<file path="config.mk">
export PLATFORM = sky130hd
export DESIGN_NAME = serial_command_line_decoder_top
export DESIGN_NICKNAME = d
export VERILOG_FILES = /design/src/rtl/core/scld_pkg.sv /design/src/rtl/core/serial_command_line_decoder_top.sv /design/src/rtl/core/scld_csr.sv /design/src/rtl/core/scld_line.sv /design/src/rtl/core/scld_ind.sv
export VERILOG_INCLUDE_DIRS = /design/src /design/src/rtl/core
export SDC_FILE = /design/constraint.sdc
export NUM_CORES = 1
export LEC_CHECK = 0
export BUFFER_PORTS_ARGS = -buffer_cell sky130_fd_sc_hd__buf_4
export CORE_MARGIN = 2
export CORE_UTILIZATION = 55
export CTS_BUF_LIST = sky130_fd_sc_hd__clkbuf_4 sky130_fd_sc_hd__clkbuf_8
export DETAILED_ROUTE_END_ITERATION = 12
export GPL_TIMING_DRIVEN = 0
export HOLD_SLACK_MARGIN = 0.03
export PLACE_DENSITY = 0.87
export SYNTH_ARGS = -nofsm -noshare
export SYNTH_HDL_FRONTEND = slang
export SYNTH_HIERARCHICAL = 1
export SYNTH_SLANG_ARGS = --single-unit
</file>
<file path="constraint.sdc">
create_clock -name clock -period 3.9 [get_ports clock]
set_input_delay 0.39 -clock clock [delete_from_list [all_inputs] [get_ports clock]]
set_output_delay 0.39 -clock clock [all_outputs]
set_load 0.03 [all_outputs]
</file>
<file path="src/rtl/core/serial_command_line_decoder_top_assert.svh">
// Assertion macros shared by the serial command line decoder RTL.
// Depends on nothing; included by modules that carry concurrent checks.
`ifndef SERIAL_COMMAND_LINE_DECODER_TOP_ASSERT_SVH
`define SERIAL_COMMAND_LINE_DECODER_TOP_ASSERT_SVH

// Same-cycle implication, disabled while reset is high.
`define SCLD_ASSERT_IMP(label, clk, rst, ante, cons) \
   label: assert property (@(posedge clk) disable iff (rst) (ante) |-> (cons)) \
      else $error("scld assertion failed");

// Next-cycle implication, disabled while reset is high.
`define SCLD_ASSERT_NXT(label, clk, rst, ante, cons) \
   label: assert property (@(posedge clk) disable iff (rst) (ante) |=> (cons)) \
      else $error("scld assertion failed");

`endif

</file>
<file path="src/rtl/core/scld_pkg.sv">
// Shared types and constants for the serial command line decoder.
// No dependencies; used by every module in rtl/core.
`timescale 1ns / 1ps
`default_nettype none

package scld_pkg;

   localparam int LINE_CAPACITY_DEFAULT = 64;
   localparam int LEN_W                 = 6;
   localparam int TICK_W                = 16;
   localparam int CSR_ADDR_W            = 4;
   localparam int CSR_DATA_W            = 32;

   localparam logic [7:0] CHAR_CR = 8'h0D;
   localparam logic [7:0] CHAR_LF = 8'h0A;

   localparam logic [TICK_W-1:0] HEARTBEAT_RESET = 16'd500;
   localparam logic [TICK_W-1:0] PULSE_RESET     = 16'd120;
   localparam logic [TICK_W-1:0] FLASH_RESET     = 16'd120;

   typedef enum logic [3:0] {
      REPLY_NONE    = 4'd0,
      REPLY_PONG    = 4'd1,
      REPLY_IDLE    = 4'd2,
      REPLY_RUN     = 4'd3,
      REPLY_DONE    = 4'd4,
      REPLY_ERROR   = 4'd5,
      REPLY_HELP    = 4'd6,
      REPLY_UNKNOWN = 4'd7,
      REPLY_LONG    = 4'd8
   } reply_type;

   typedef enum logic [1:0] {
      REG_HEARTBEAT = 2'd0,
      REG_PULSE     = 2'd1,
      REG_FLASH     = 2'd2
   } reg_index_type;

   typedef struct packed {
      logic [TICK_W-1:0] heartbeat_ticks;
      logic [TICK_W-1:0] rx_pulse_ticks;
      logic [TICK_W-1:0] done_flash_ticks;
   } cfg_type;

   typedef struct packed {
      reply_type         reply;
      logic [LEN_W-1:0]  line_length;
   } line_result_type;

endpackage

`default_nettype wire

</file>
<file path="src/rtl/core/serial_command_line_decoder_top.sv">
// Top level of the serial command line decoder: input register, line and
// indicator logic, result register. Depends on scld_pkg, scld_csr, scld_line,
// scld_ind and serial_command_line_decoder_top_assert.svh.
//
// Each transfer on req_ is a received byte (req_action 0) or a one millisecond
// tick (req_action 1), and yields exactly one transfer on rsp_ carrying the
// reply code, the length of a just-completed line and the four LED levels.
// The block takes one item per clock cycle while rsp_ready stays high: an item
// lands in the input register at its transfer edge and its result is then
// loaded into the result register. While a result waits on rsp_ready the
// input register takes one more item if it is empty and then holds it, with
// req_ready low, until the result transfer completes; rsp_ready reaches
// req_ready through combinational logic. Configuration registers sit at byte
// addresses 0 (heartbeat_ticks), 4 (rx_pulse_ticks) and 8 (done_flash_ticks);
// write them only while no item is in flight.
`timescale 1ns / 1ps
`default_nettype none

`include "serial_command_line_decoder_top_assert.svh"

module serial_command_line_decoder_top #(
   parameter int LINE_CAPACITY = scld_pkg::LINE_CAPACITY_DEFAULT
) (
   input  wire logic                                clock,
   input  wire logic                                reset,
   input  wire logic                                req_valid,
   output      logic                                req_ready,
   input  wire logic                                req_action,
   input  wire logic [7:0]                          req_rx_byte,
   output      logic                                rsp_valid,
   input  wire logic                                rsp_ready,
   output      logic [3:0]                          rsp_reply,
   output      logic [scld_pkg::LEN_W-1:0]          rsp_line_length,
   output      logic [3:0]                          rsp_leds,
   input  wire logic                                psel,
   input  wire logic                                penable,
   input  wire logic                                pwrite,
   input  wire logic [scld_pkg::CSR_ADDR_W-1:0]     paddr,
   input  wire logic [scld_pkg::CSR_DATA_W-1:0]     pwdata,
   output      logic [scld_pkg::CSR_DATA_W-1:0]     prdata,
   output      logic                                pready
);

   scld_pkg::cfg_type          cfg;
   scld_pkg::line_result_type  line_res;
   logic [3:0]                 leds_in;

   logic                       s1_vld_ff;
   logic                       s1_action_ff;
   logic [7:0]                 s1_byte_ff;
   logic                       advance;

   logic                       rsp_vld_ff;
   scld_pkg::reply_type        rsp_reply_ff;
   logic [scld_pkg::LEN_W-1:0] rsp_len_ff;
   logic [3:0]                 rsp_leds_ff;

   // Move the input register forward when the result register is free
   assign advance   = s1_vld_ff && (!rsp_vld_ff || rsp_ready);
   assign req_ready = !s1_vld_ff || advance;

   // Input register
   always_ff @(posedge clock) begin
      if (reset) begin
         s1_vld_ff <= 1'b0;
      end else if (req_ready) begin
         s1_vld_ff <= req_valid;
      end
   end

   always_ff @(posedge clock) begin
      if (req_valid && req_ready) begin
         s1_action_ff <= req_action;
         s1_byte_ff   <= req_rx_byte;
      end
   end

   scld_csr u_csr (
      .clock   (clock),
      .reset   (reset),
      .psel    (psel),
      .penable (penable),
      .pwrite  (pwrite),
      .paddr   (paddr),
      .pwdata  (pwdata),
      .prdata  (prdata),
      .pready  (pready),
      .cfg     (cfg)
   );

   scld_line #(
      .LINE_CAPACITY (LINE_CAPACITY)
   ) u_line (
      .clock   (clock),
      .reset   (reset),
      .step_en (advance),
      .byte_en (!s1_action_ff),
      .rx_byte (s1_byte_ff),
      .result  (line_res)
   );

   scld_ind u_ind (
      .clock   (clock),
      .reset   (reset),
      .cfg     (cfg),
      .step_en (advance),
      .tick_en (s1_action_ff),
      .reply   (line_res.reply),
      .leds_in (leds_in)
   );

   // Result register: load on advance, drop once the transfer completes
   always_ff @(posedge clock) begin
      if (reset) begin
         rsp_vld_ff <= 1'b0;
      end else if (advance) begin
         rsp_vld_ff <= 1'b1;
      end else if (rsp_ready) begin
         rsp_vld_ff <= 1'b0;
      end
   end

   always_ff @(posedge clock) begin
      if (advance) begin
         rsp_reply_ff <= line_res.reply;
         rsp_len_ff   <= line_res.line_length;
         rsp_leds_ff  <= leds_in;
      end
   end

   assign rsp_valid       = rsp_vld_ff;
   assign rsp_reply       = rsp_reply_ff;
   assign rsp_line_length = rsp_len_ff;
   assign rsp_leds        = rsp_leds_ff;

   // Checks
   `SCLD_ASSERT_IMP(a_stall_only_when_full, clock, reset, !req_ready, s1_vld_ff && rsp_vld_ff && !rsp_ready)
   `SCLD_ASSERT_NXT(a_tick_gives_no_reply, clock, reset, advance && s1_action_ff, rsp_reply_ff == scld_pkg::REPLY_NONE && rsp_len_ff == '0)
   `SCLD_ASSERT_NXT(a_result_from_stage, clock, reset, !rsp_vld_ff, !rsp_vld_ff || $past(s1_vld_ff))
   `SCLD_ASSERT_IMP(a_overflow_lights_error, clock, reset, rsp_vld_ff && rsp_reply_ff == scld_pkg::REPLY_LONG, rsp_leds_ff[3] && rsp_len_ff == '0)

endmodule

`default_nettype wire

</file>
<file path="src/rtl/core/scld_csr.sv">
// APB-style configuration registers of the serial command line decoder.
// Depends on scld_pkg.
`timescale 1ns / 1ps
`default_nettype none

module scld_csr (
   input  wire logic                                  clock,
   input  wire logic                                  reset,
   input  wire logic                                  psel,
   input  wire logic                                  penable,
   input  wire logic                                  pwrite,
   input  wire logic [scld_pkg::CSR_ADDR_W-1:0]       paddr,
   input  wire logic [scld_pkg::CSR_DATA_W-1:0]       pwdata,
   output      logic [scld_pkg::CSR_DATA_W-1:0]       prdata,
   output      logic                                  pready,
   output      scld_pkg::cfg_type                     cfg
);

   scld_pkg::cfg_type       cfg_ff, cfg_in;
   scld_pkg::reg_index_type reg_index;
   logic                    wr_en;

   assign reg_index = scld_pkg::reg_index_type'(paddr[scld_pkg::CSR_ADDR_W-1:2]);
   assign wr_en     = psel && penable && pwrite;
   assign pready    = 1'b1;

   // Update the addressed register on a write transfer
   always_comb begin
      cfg_in = cfg_ff;
      if (wr_en) begin
         unique case (reg_index)
            scld_pkg::REG_HEARTBEAT: cfg_in.heartbeat_ticks  = pwdata[scld_pkg::TICK_W-1:0];
            scld_pkg::REG_PULSE:     cfg_in.rx_pulse_ticks   = pwdata[scld_pkg::TICK_W-1:0];
            scld_pkg::REG_FLASH:     cfg_in.done_flash_ticks = pwdata[scld_pkg::TICK_W-1:0];
            default: ;
         endcase
      end
   end

   always_ff @(posedge clock) begin
      if (reset) begin
         cfg_ff.heartbeat_ticks  <= scld_pkg::HEARTBEAT_RESET;
         cfg_ff.rx_pulse_ticks   <= scld_pkg::PULSE_RESET;
         cfg_ff.done_flash_ticks <= scld_pkg::FLASH_RESET;
      end else begin
         cfg_ff <= cfg_in;
      end
   end

   // Read back the addressed register
   always_comb begin
      unique case (reg_index)
         scld_pkg::REG_HEARTBEAT:
            prdata = scld_pkg::CSR_DATA_W'(cfg_ff.heartbeat_ticks);
         scld_pkg::REG_PULSE:
            prdata = scld_pkg::CSR_DATA_W'(cfg_ff.rx_pulse_ticks);
         scld_pkg::REG_FLASH:
            prdata = scld_pkg::CSR_DATA_W'(cfg_ff.done_flash_ticks);
         default:
            prdata = '0;
      endcase
   end

   assign cfg = cfg_ff;

endmodule

`default_nettype wire

</file>
<file path="src/rtl/core/scld_line.sv">
// Line assembly and command matching: line count, first four characters,
// terminator handling and overflow. Depends on scld_pkg.
`timescale 1ns / 1ps
`default_nettype none

module scld_line #(
   parameter int LINE_CAPACITY = scld_pkg::LINE_CAPACITY_DEFAULT
) (
   input  wire logic                     clock,
   input  wire logic                     reset,
   input  wire logic                     step_en,
   input  wire logic                     byte_en,
   input  wire logic [7:0]               rx_byte,
   output      scld_pkg::line_result_type result
);

   localparam int CNT_W = $clog2(LINE_CAPACITY);
   localparam logic [CNT_W-1:0] CNT_LAST = CNT_W'(LINE_CAPACITY - 1);
   localparam logic [CNT_W-1:0] CNT_HEAD = CNT_W'(4);

   localparam logic [31:0] WORD_PING = "PING";
   localparam logic [31:0] WORD_IDLE = "IDLE";
   localparam logic [23:0] WORD_RUN  = "RUN";
   localparam logic [31:0] WORD_DONE = "DONE";
   localparam logic [23:0] WORD_ERR  = "ERR";
   localparam logic [31:0] WORD_HELP = "HELP";
   localparam logic [7:0]  CHAR_P    = "P";
   localparam logic [7:0]  CHAR_I    = "I";
   localparam logic [7:0]  CHAR_R    = "R";
   localparam logic [7:0]  CHAR_D    = "D";
   localparam logic [7:0]  CHAR_E    = "E";
   localparam logic [7:0]  CHAR_H    = "H";

   logic [CNT_W-1:0] count_ff, count_in;
   logic [7:0]       head_ff [4];
   logic             head_wr;
   logic [7:0]       ch_upper;
   logic             is_term;
   logic             len1, len3, len4;
   logic [31:0]      word4;
   logic [23:0]      word3;
   logic [7:0]       word1;

   assign is_term  = (rx_byte == scld_pkg::CHAR_CR) || (rx_byte == scld_pkg::CHAR_LF);
   assign ch_upper = (rx_byte >= 8'h61 && rx_byte <= 8'h7A) ? (rx_byte - 8'h20) : rx_byte;

   assign len1  = (count_ff == CNT_W'(1));
   assign len3  = (count_ff == CNT_W'(3));
   assign len4  = (count_ff == CNT_W'(4));
   assign word4 = {head_ff[0], head_ff[1], head_ff[2], head_ff[3]};
   assign word3 = word4[31:8];
   assign word1 = head_ff[0];

   // Decode the byte: append, end and match the line, or drop it on overflow
   always_comb begin
      count_in           = count_ff;
      head_wr            = 1'b0;
      result.reply       = scld_pkg::REPLY_NONE;
      result.line_length = '0;
      if (byte_en) begin
         if (is_term) begin
            if (count_ff != '0) begin
               count_in           = '0;
               result.line_length = scld_pkg::LEN_W'(count_ff);
               if ((len4 && word4 == WORD_PING) || (len1 && word1 == CHAR_P)) begin
                  result.reply = scld_pkg::REPLY_PONG;
               end else if ((len4 && word4 == WORD_IDLE) || (len1 && word1 == CHAR_I)) begin
                  result.reply = scld_pkg::REPLY_IDLE;
               end else if ((len3 && word3 == WORD_RUN) || (len1 && word1 == CHAR_R)) begin
                  result.reply = scld_pkg::REPLY_RUN;
               end else if ((len4 && word4 == WORD_DONE) || (len1 && word1 == CHAR_D)) begin
                  result.reply = scld_pkg::REPLY_DONE;
               end else if ((len3 && word3 == WORD_ERR) || (len1 && word1 == CHAR_E)) begin
                  result.reply = scld_pkg::REPLY_ERROR;
               end else if ((len4 && word4 == WORD_HELP) || (len1 && word1 == CHAR_H)) begin
                  result.reply = scld_pkg::REPLY_HELP;
               end else begin
                  result.reply = scld_pkg::REPLY_UNKNOWN;
               end
            end
         end else if (count_ff < CNT_LAST) begin
            head_wr  = (count_ff < CNT_HEAD);
            count_in = count_ff + CNT_W'(1);
         end else begin
            count_in     = '0;
            result.reply = scld_pkg::REPLY_LONG;
         end
      end
   end

   always_ff @(posedge clock) begin
      if (reset) begin
         count_ff <= '0;
      end else if (step_en) begin
         count_ff <= count_in;
      end
   end

   // Keep the first four characters of the line
   always_ff @(posedge clock) begin
      if (step_en && head_wr) begin
         head_ff[count_ff[1:0]] <= ch_upper;
      end
   end

endmodule

`default_nettype wire

</file>
<file path="src/rtl/core/scld_ind.sv">
// Indicator state: running and error flags, heartbeat, receive pulse and
// DONE flash countdowns, and the LED pattern. Depends on scld_pkg.
`timescale 1ns / 1ps
`default_nettype none

module scld_ind (
   input  wire logic               clock,
   input  wire logic               reset,
   input  wire scld_pkg::cfg_type  cfg,
   input  wire logic               step_en,
   input  wire logic               tick_en,
   input  wire scld_pkg::reply_type reply,
   output      logic [3:0]         leds_in
);

   localparam logic [scld_pkg::TICK_W-1:0] TICK_MAX = '1;
   localparam logic [scld_pkg::TICK_W-1:0] TICK_ONE = scld_pkg::TICK_W'(1);

   logic                        run_ff, run_in;
   logic                        err_ff, err_in;
   logic                        hb_ff, hb_in;
   logic [scld_pkg::TICK_W-1:0] elapsed_ff, elapsed_in;
   logic [scld_pkg::TICK_W-1:0] pulse_ff, pulse_in;
   logic [scld_pkg::TICK_W-1:0] flash_ff, flash_in;
   logic [scld_pkg::TICK_W-1:0] elapsed_inc;

   assign elapsed_inc = (elapsed_ff != TICK_MAX) ? (elapsed_ff + TICK_ONE) : elapsed_ff;

   // Advance timers on a tick, apply the line outcome otherwise
   always_comb begin
      run_in     = run_ff;
      err_in     = err_ff;
      hb_in      = hb_ff;
      elapsed_in = elapsed_ff;
      pulse_in   = pulse_ff;
      flash_in   = flash_ff;
      if (tick_en) begin
         if (elapsed_inc >= cfg.heartbeat_ticks) begin
            hb_in      = !hb_ff;
            elapsed_in = '0;
         end else begin
            elapsed_in = elapsed_inc;
         end
         if (pulse_ff != '0) pulse_in = pulse_ff - TICK_ONE;
         if (flash_ff != '0) flash_in = flash_ff - TICK_ONE;
      end else begin
         case (reply) inside
            scld_pkg::REPLY_IDLE: begin
               run_in = 1'b0;
               err_in = 1'b0;
            end
            scld_pkg::REPLY_DONE: begin
               run_in   = 1'b0;
               err_in   = 1'b0;
               flash_in = cfg.done_flash_ticks;
            end
            scld_pkg::REPLY_RUN: begin
               run_in = 1'b1;
               err_in = 1'b0;
            end
            scld_pkg::REPLY_ERROR: begin
               run_in = 1'b0;
               err_in = 1'b1;
            end
            scld_pkg::REPLY_UNKNOWN, scld_pkg::REPLY_LONG: begin
               err_in = 1'b1;
            end
            default: ;
         endcase
         // Restart the receive pulse on every completed line
         if (reply != scld_pkg::REPLY_NONE && reply != scld_pkg::REPLY_LONG) begin
            pulse_in = cfg.rx_pulse_ticks;
         end
      end
   end

   // LED pattern after this step; the flash overrides everything
   assign leds_in = (flash_in != '0) ? 4'hF : {err_in, (pulse_in != '0), run_in, hb_in};

   always_ff @(posedge clock) begin
      if (reset) begin
         run_ff     <= 1'b0;
         err_ff     <= 1'b0;
         hb_ff      <= 1'b0;
         elapsed_ff <= '0;
         pulse_ff   <= '0;
         flash_ff   <= '0;
      end else if (step_en) begin
         run_ff     <= run_in;
         err_ff     <= err_in;
         hb_ff      <= hb_in;
         elapsed_ff <= elapsed_in;
         pulse_ff   <= pulse_in;
         flash_ff   <= flash_in;
      end
   end

endmodule

`default_nettype wire

</file>
== After elaboration in Yosys (flattened, before gate mapping) ==
Memory sizes are Yosys's and may differ from the RTL's.
Index checks and enable logic that the tools add are counted.

* Add/subtract/negate cells: 5
* Order comparisons: 5
* Eq/ne operators: 28
* Multiplexer cells: 45
* Bitwise operators: 3
* Reductions and logical operators: 46

{| class="wikitable"
|+ Operator list
! cell !! count
|-
| 2-to-1 mux 16 bit || 9
|-
| equality test 32 x 31 -> 1 bit (second input constant) || 4
|-
| nonzero test 16 bit || 4
|-
| equality test 24 x 23 -> 1 bit (second input constant) || 2
|-
| equality test 8 x 7 -> 1 bit (second input constant) || 6
|-
| one-hot mux 16 bit (3 select lines) || 1
|-
| subtractor 16 x 1 -> 16 bit (second input constant) || 2
|-
| 2-to-1 mux 4 bit || 6
|-
| 2-to-1 mux 6 bit || 4
|-
| 2-to-1 mux 1 bit || 21
|-
| 2-to-1 mux 10 bit || 2
|-
| logical AND 1 bit || 19
|-
| adder 16 x 1 -> 16 bit (second input constant) || 1
|-
| equality test 8 x 4 -> 1 bit (second input constant) || 2
|-
| greater-or-equal comparator 16 bit || 1
|-
| != test 16 bit (second input constant) || 1
|-
| equality test 4 x 3 -> 1 bit (second input constant) || 3
|-
| logical OR 1 bit || 9
|-
| equality test 4 x 2 -> 1 bit (second input constant) || 2
|-
| greater-or-equal comparator 8 x 7 -> 1 bit (second input constant) || 1
|-
| less-or-equal comparator 8 x 7 -> 1 bit (second input constant) || 1
|-
| 2-to-1 mux 8 bit || 1
|-
| AND reduction 2 bit || 4
|-
| subtractor 8 x 6 -> 8 bit (second input constant) || 1
|-
| 21 further kinds || 25
|}

* Register bits after elaboration: 130
* RAM bits: 32
* Input bits: 52
* Output and inout bits: 49
* Word-level logic and storage cells: 150
* Memories kept: 1

{| class="wikitable"
|+ Memory list
! name !! depth !! bits a word !! read ports !! clocked after Yosys merged registers in !! wr ports !! RTL line !! source
|-
| u_line.head_ff || 4 || 8 || 4 || 0 || 1 || scld_line.sv:35 || <nowiki>logic [7:0] head_ff [4];</nowiki>
|}

== Depth between registers and ports, before layout ==
Gate-level depths: netlist of the first run.
An unclocked memory read counts as a cell.

* Depth in word-level cells: 21
* Gate-level depth with buffers: 17
* Mapped depth without buffers: 15

== Modules after synthesis ==
Netlist of the first run, hierarchy kept.

{| class="wikitable"
|+ Modules (own cells, without submodules)
! module !! times used !! cells each !! area each (um^2) !! sequential area each (um^2)
|-
| scld_ind || 1 || 539 || 4096.4 || 1021.0
|-
| scld_csr || 1 || 256 || 2408.6 || 960.9
|-
| scld_line || 1 || 162 || 1946.9 || 1081.0
|-
| serial_command_line_decoder_top || 1 || 34 || 798.3 || 730.7
|}

== Least setup slack after synthesis of the first run ==
OpenSTA, ideal clock, no wires.

* Path kind: register to register
* Start point: reg s1_byte_ff[4]
* End point: reg rsp_leds_ff[2] (netlist: rsp_leds[2]), data pin
* Setup time: 0.280 ns
* Arrival: 3.666 ns
* Data required time: 3.620 ns
* Setup slack: -0.047 ns
* Stages on the path, launching flop included: 16
* Path buffers: 3
* Clock period less this slack: 3.947 ns
* Cell sequence: edfxtp_1 or4b_4 a211oi_4 buf_6 and3_4 o2bb2ai_1 and3b_2 clkbuf_1 nor4b_2 nand2_1 clkbuf_1 o311a_1 a211oi_1 nand4_1 nor4_2 nand4_1

{| class="wikitable"
|+ RTL lines
! element !! RTL line !! source
|-
| from (decl) || serial_command_line_decoder_top.sv:50 || <nowiki>logic [7:0] s1_byte_ff;</nowiki>
|-
| from (signal assigned) || serial_command_line_decoder_top.sv:74 || <nowiki>s1_byte_ff <= req_rx_byte;</nowiki>
|-
| to (signal assigned) || serial_command_line_decoder_top.sv:127 || <nowiki>rsp_leds_ff <= leds_in;</nowiki>
|-
| to (decl) || serial_command_line_decoder_top.sv:56 || <nowiki>logic [3:0] rsp_leds_ff;</nowiki>
|}

==> qor.csv, run 1 <==
metric,value,unit
synth_fa_ha_area_share,3.52,%
synthMuxAreaShare,9.52,%
peakVddDrop,0.261,mV
async_reset_ff_share,0,%
gp_congestion,0.966,
n_antenna_cell,0,
synth-edff-count,55,
synth_top_area_cell,dfxtp_1,
clock_path_buffers,2,
worstHoldStart,req_rx_byte[5],
dr.pass1.iters,6,
post-dp-hpwl,17.7,mm
worstMarginPinSlew,0.876,ns
crit_top_cell,nand4_1,
min_to,s1_byte_ff[5],
dieArea,17900,um^2
syn-instance-count,991,
htreeDepth,4,
status,"finished, violations left",
ant_nets,0,
rows,47,
r2r_slack,-0.25,ns
track_usage,28.1,%
final_cells,1350,
wire_per_inst,19.3,um
synth-compound-area-share,13.6,%
first_global_vias,7542,
synthSimpleGateAreaFrac,25.9,%
finalMaxSlewViolations,0,
cp_slowest_cell,or4_1,
yosys_register_bits,162,
drt_iter0_markers,978,
cts.sink_count,162,
timing.rr.start,u_line/head_ff[0][5],
layout-drive-gt1-share,23.4,%
r2r-end,rsp_leds[2],
grt_pass1_wl,39.3,mm
vias,8510,
fin_ws,-0.247,ns
start_util,56.0,%
fp.dieW,134,um
yosys_warnings,6,
max_cap_viol_count,0,
hold_viol,0,
numCtsBuffers,17,
arrival,4.33,ns
setup_viol,4,
cp-start-kind,flip-flop,
yosysMostFrequentCell,dfxtp_1,
grt_max_degree,19,
hp-class,input pin to flip-flop,
fmax,0.241,GHz
ys_seq_area_share,41.0,%
dieHeight,134,um
syn_area,9250,um^2
fin_skew,0.0166,ns
slew_headroom,41.6,%
synth.avg_cell_area,9.33,um^2
yosysUniqueCellTypes,91,
core_area,16500,um^2
drc,0,
crit_chain,nor3b_4 > nand4b_1 > or4_1 > nand2_1 > nor3_1 > clkbuf_4 > nor4b_4 > nand2_2 > o311a_1 > a211oi_1 > nand4_1 > nor4_4 > buf_4 > nand4_1,
slowest_delay,0.58,ns
cp_max_fo,5,
synthTopCellsByArea,"dfxtp_1 (23%), edfxtp_1 (18%), mux2i_1 (8.5%), nor2_1 (3.7%), nand2b_1 (3.7%)",
synth_xor_area_share,0.947,%
grt_setup_unrepaired,true,
worstSkewPairLatency,0.48,ns
io_pins,101,
clk_pin_slew,0.10,ns
synth_top_area_share,23.2,%
required,4.08,ns
synth_top_family_by_area,simple AND/OR/NAND/NOR gates,
syn2layout_area_growth,19.2,%
reg2reg_depth,14,
grt_antenna_before_repair,0,
path_class,flip-flop to flip-flop,
power_density,352,nW/um^2
io_buffers,65,
gr-total-overflow,0,
cts_root_buffer,clkbuf_8,
routed_wl,26.0,mm
ys.flop_type,dfxtp_1,
synth_common_cells,"dfxtp_1 (107), nor2_1 (92), mux2i_1 (79)",
tns,-0.741,ns
viasPerCell,6.30,
fin_crit_sh,106,%
holdPathStages,1,
finalNetCount,1195,
violations,negative setup slack,
min_period,4.15,ns
placed_cells,1291,
cp-end-kind,flip-flop,
tritoncts,built,
cts_hold_buffers,0,
p_leak,4.39,nW
## cells in the final DEF (no fill, tap or decap), types with 8 or more instances in the layout
master and instances:
clkbuf_1 26, and3_2 8, nor3_1 19, xnor2_1 9, buf_4 116, nor4_1 12
nand4_1 21, ha_1 25, clkbuf_8 17, buf_2 8, nand2b_1 54, a211oi_1 18
a21o_1 8, mux2i_1 79, nand3_1 22, mux2_2 8, inv_1 37, nor2_1 88
o21ai_0 35, dfxtp_1 104, a21oi_1 47, conb_1 17, edfxtp_1 55, nand2_1 71
and3_1 14
## worst max-delay path, delay by kind of cell, from the launching register on
family,cells,cell delay [ns]
compound gates,2,0.52
buf+inv,2,0.38
flops,1,0.43
simple gates,10,2.51
## layer usage
metal | global-route usage (%) | wire [um]
met5 | 0 | 0
met2 | 45.9 | 12000
met1 | 37.1 | 10300
met4 | 11.8 | 1170
met3 | 4.49 | 2440
## per-stage QoR
stage	setup slack (ns)	hold WS (ns)	cell area (um^2)	power, W	util, %
detailed placement	-1.26	0.484	10100	0.00250	61.0
CTS	-0.139	0.0736	10700	0.00382	65.0
finish	-0.247	0.0882	11000	0.00388	66.7
global placement	-1.24	0.471	10100	0.00249	61.0
global route	-0.370	0.0660	11000	0.00400	66.7
floorplan	0.0153	0.452	9320	0.00233	-
## final cells by class
class	count	area, um^2
well taps	220	275
clock inverters	14	183
clock buffers	18	241
inverters	39	146
fillers	1172	5500
repair buffers	96	733
plain buffers	62	353
flip-flops and latches	162	3800
multi-input cells	739	5300
## cell families (layout without fill, tap and decap cells)
| family | after synthesis | in the layout |
|---|---|---|
| AOI/OAI and AO/OA | 184 | 184 |
| xor gates and xnor gates | 10 | 10 |
| adders and majority gates | 26 | 26 |
| buffers and inverters | 106 | 229 |
| DFF | 162 | 162 |
| muxes | 87 | 87 |
| other | 2 | 17 |
| and+or+nand+nor | 414 | 415 |
## flip-flops by register name (all words and copies together), names as in the netlist, 4 cells and up
name and cells:
rsp_leds 4, rsp_line_length 6, rsp_reply 4, s1_byte_ff 8, u_csr/cfg 48, u_ind/elapsed_ff 16, u_ind/flash_ff 16, u_ind/pulse_ff 16
u_line/count_ff 6, u_line/head_ff 32
## what timing repair did
item	CTS	global route
setup endpoints to repair	35	22
pin swaps	11	22
gates resized for setup	31	38
setup buffers	16	15
gates cloned	0	1
## how the worst max path moves through the flow
stage	slack, ns	endpoint	cells past startpoint	from
finish	-0.25	rsp_leds[2]	14	u_line/head_ff[0][5]
global route	-0.37	rsp_leds[2]	14	u_line/head_ff[0][5]
CTS	-0.14	rsp_leds[2]	16	s1_byte_ff[4]
detailed placement	-1.26	rsp_leds[2]	15	s1_byte_ff[4]
global placement	-1.24	rsp_leds[2]	15	s1_byte_ff[4]
floorplan	0.02	rsp_leds[2]	15	s1_byte_ff[4]
## report_power, final
group	internal, W	leakage (nW)	switching (W)
sequential	0.00179	1.37	0.0000544
combinational	0.000276	2.81	0.000432
clock	0.000610	0.211	0.000718
Note: power is estimated with default switching activity, not from simulation.
==> run 2, diff against run 1 <==
--- a/config.mk
+++ b/config.mk
@@ -11,7 +11,6 @@
 export CORE_UTILIZATION = 55
 export CTS_BUF_LIST = sky130_fd_sc_hd__clkbuf_4 sky130_fd_sc_hd__clkbuf_8
 export DETAILED_ROUTE_END_ITERATION = 12
-export GPL_TIMING_DRIVEN = 0
 export HOLD_SLACK_MARGIN = 0.03
 export PLACE_DENSITY = 0.87
 export SYNTH_ARGS = -nofsm -noshare
==> qor.csv, run 2 (same netlist as run 1, synthesis figures left out) <==
metric,value,unit,change
clock_path_buffers,2,,unchanged
power.switching,0.00115,W,was 0.00120 W
slew_headroom,19.3,%,was 41.6%
rows,47,,unchanged
grt_antenna_before_repair,0,,unchanged
power_density,351,nW/um^2,was 352 nW/um^2
io_pins,101,,unchanged
drc,0,,unchanged
switching_share,30.2,%,was 31.0%
tns,-0.262,ns,was -0.741 ns
fin_ws,-0.0944,ns,was -0.247 ns
path_class,flip-flop to flip-flop,,unchanged
required,4.13,ns,was 4.08 ns
power_frac_clock,33.9,%,was 34.2%
power_frac_seq,48.6,%,was 47.5%
final_common_cell,buf_4,,unchanged
hp-class,input pin to flip-flop,,unchanged
p_int,0.00264,W,was 0.00267 W
final_cell_mix,"buf_4 (129), dfxtp_1 (105), nor2_1 (91), mux2i_1 (79), nand2_1 (72)",,"was buf_4 (116), dfxtp_1 (104), nor2_1 (88), mux2i_1 (79), nand2_1 (71)"
finalMaxSlewViolations,0,,unchanged
fin_skew,0.0151,ns,was 0.0166 ns
fin_crit_sh,102,%,was 106%
htreeDepth,4,,unchanged
n_antenna_cell,0,,unchanged
cp-end-kind,flip-flop,,unchanged
finalNetCount,1166,,was 1195
final_cells,1321,,was 1350
max_cap_viol_count,0,,unchanged
cts_hold_buffers,0,,unchanged
gp_congestion,0.929,,was 0.966
place_ws,-0.120,ns,was -1.26 ns
dieArea,17900,um^2,unchanged
core_area,16500,um^2,unchanged
io_buffers,65,,unchanged
gr-total-overflow,0,,unchanged
dr.pass1.iters,6,,unchanged
tritoncts,built,,unchanged
violations,negative setup slack,,unchanged
placed_cells,1275,,was 1291
drt_iter0_markers,921,,was 978
cts.sink_count,162,,unchanged
first_global_vias,7587,,was 7542
wire_per_inst,18.4,um,was 19.3 um
post-dp-hpwl,16.8,mm,was 17.7 mm
multi_input_area,5180,um^2,was 5300 um^2
track_usage,27.1,%,was 28.1%
cp-start-kind,flip-flop,,unchanged
fp.dieW,134,um,unchanged
fmax,0.250,GHz,was 0.241 GHz
clk_pin_slew,0.10,ns,about the same
routed_wl,24.3,mm,was 26.0 mm
dieHeight,134,um,unchanged
setup_viol,4,,unchanged
seq_area,3800,um^2,about the same
fillCellCount,1250,,was 1172
cts_root_buffer,clkbuf_8,,unchanged
cp_max_fo,6,,was 5
viasPerCell,6.16,,was 6.30
ant_nets,0,,unchanged
worstSkewPairLatency,0.48,ns,about the same
vias,8143,,was 8510
layout-drive-gt1-share,22.1,%,was 23.4%
arrival,4.22,ns,was 4.33 ns
grt_setup_unrepaired,true,,unchanged
status,"finished, violations left",,unchanged
start_util,56.0,%,unchanged
min_period,3.99,ns,was 4.15 ns
peakVddDrop,0.327,mV,was 0.261 mV
largest_reg_flops,48,,unchanged
grt_pass1_wl,38.6,mm,was 39.3 mm
combPwrFrac,17.5,%,was 18.2%
p_leak,4.31,nW,was 4.39 nW
worstMarginPinSlew,1.20,ns,was 0.876 ns
syn2layout_area_growth,16.6,%,was 19.2%
grt_max_degree,60,,was 19
numCtsBuffers,17,,unchanged
final_util,65.3,%,was 66.7%
hold_viol,0,,unchanged
-- run 2: per-stage QoR --
step                      cell area (um^2)  hold slack [ns]  total power [W]
after floorplan                       9320            0.452          0.00233
after global placement               10100            0.471          0.00248
after detailed placement             10100            0.485          0.00250
after CTS                            10600           0.0611          0.00377
after global routing                 10800           0.0644          0.00393
final                                10800           0.0750          0.00379
-- run 2: area by class of cell --
| class | instances | share of cell area [%] |
|---|---|---|
| multi-input combinational | 738 | 48.0 |
| inverter | 39 | 1.36 |
| tap | 220 | 2.55 |
| clock inverter | 14 | 1.57 |
| clock buffer | 18 | 2.24 |
| sequential | 162 | 35.2 |
| timing repair buffer | 130 | 9.08 |
-- run 2: power by group through the flow --
| stage | logic (W) | registers, W | clock network [W] |
|---|---|---|---|
| 2_1_floorplan | 0.000456 | 0.00187 | 0 |
| 3_3_place_gp | 0.000609 | 0.00187 | 0 |
| 3_5_place_dp | 0.000621 | 0.00188 | 0 |
| 4_1_cts | 0.000638 | 0.00184 | 0.00130 |
| 5_1_grt | 0.000717 | 0.00185 | 0.00137 |
| 6_report | 0.000662 | 0.00184 | 0.00128 |
-- run 2: repair_timing --
action,CTS,global route
buffers inserted,1,13
pin swaps,5,18
setup endpoints to repair,4,22
resized for setup,12,23
-- run 2: path summary, 6_finish.rpt --
path / from / end / slack (ns) / cells after the start
min: req_rx_byte[6] / s1_byte_ff[6] / 0.07 / 1
min reg2reg: s1_vld_ff / rsp_valid / 0.51 / 2
max reg2reg: s1_byte_ff[5] / rsp_leds[2] / -0.09 / 15
max: s1_byte_ff[5] / rsp_leds[2] / -0.09 / 15
-- run 2: routing by layer --
metal | GRT usage, % | vias to the layer above | wire length (um)
met1 | 36.3 | 3839 | 10100
li1 | - | 3805 | -
met5 | 0 | - | 0
met2 | 44.2 | 427 | 11600
met3 | 4.53 | 72 | 1930
met4 | 10.2 | 0 | 662
-- run 2: worst max-delay path, cell delays in order (launching register included) --
cell and delay (ns):
edfxtp_1 0.41, or4b_4 0.54, a211oi_4 0.30, and3_4 0.26, o2bb2ai_4 0.12, nor4b_4 0.34
buf_4 0.22, or4_1 0.24, nand2_1 0.16, and2_1 0.19, o31a_1 0.11, a221oi_2 0.24
nand2_1 0.09, nor4_1 0.25, buf_4 0.18, nand4_1 0.08
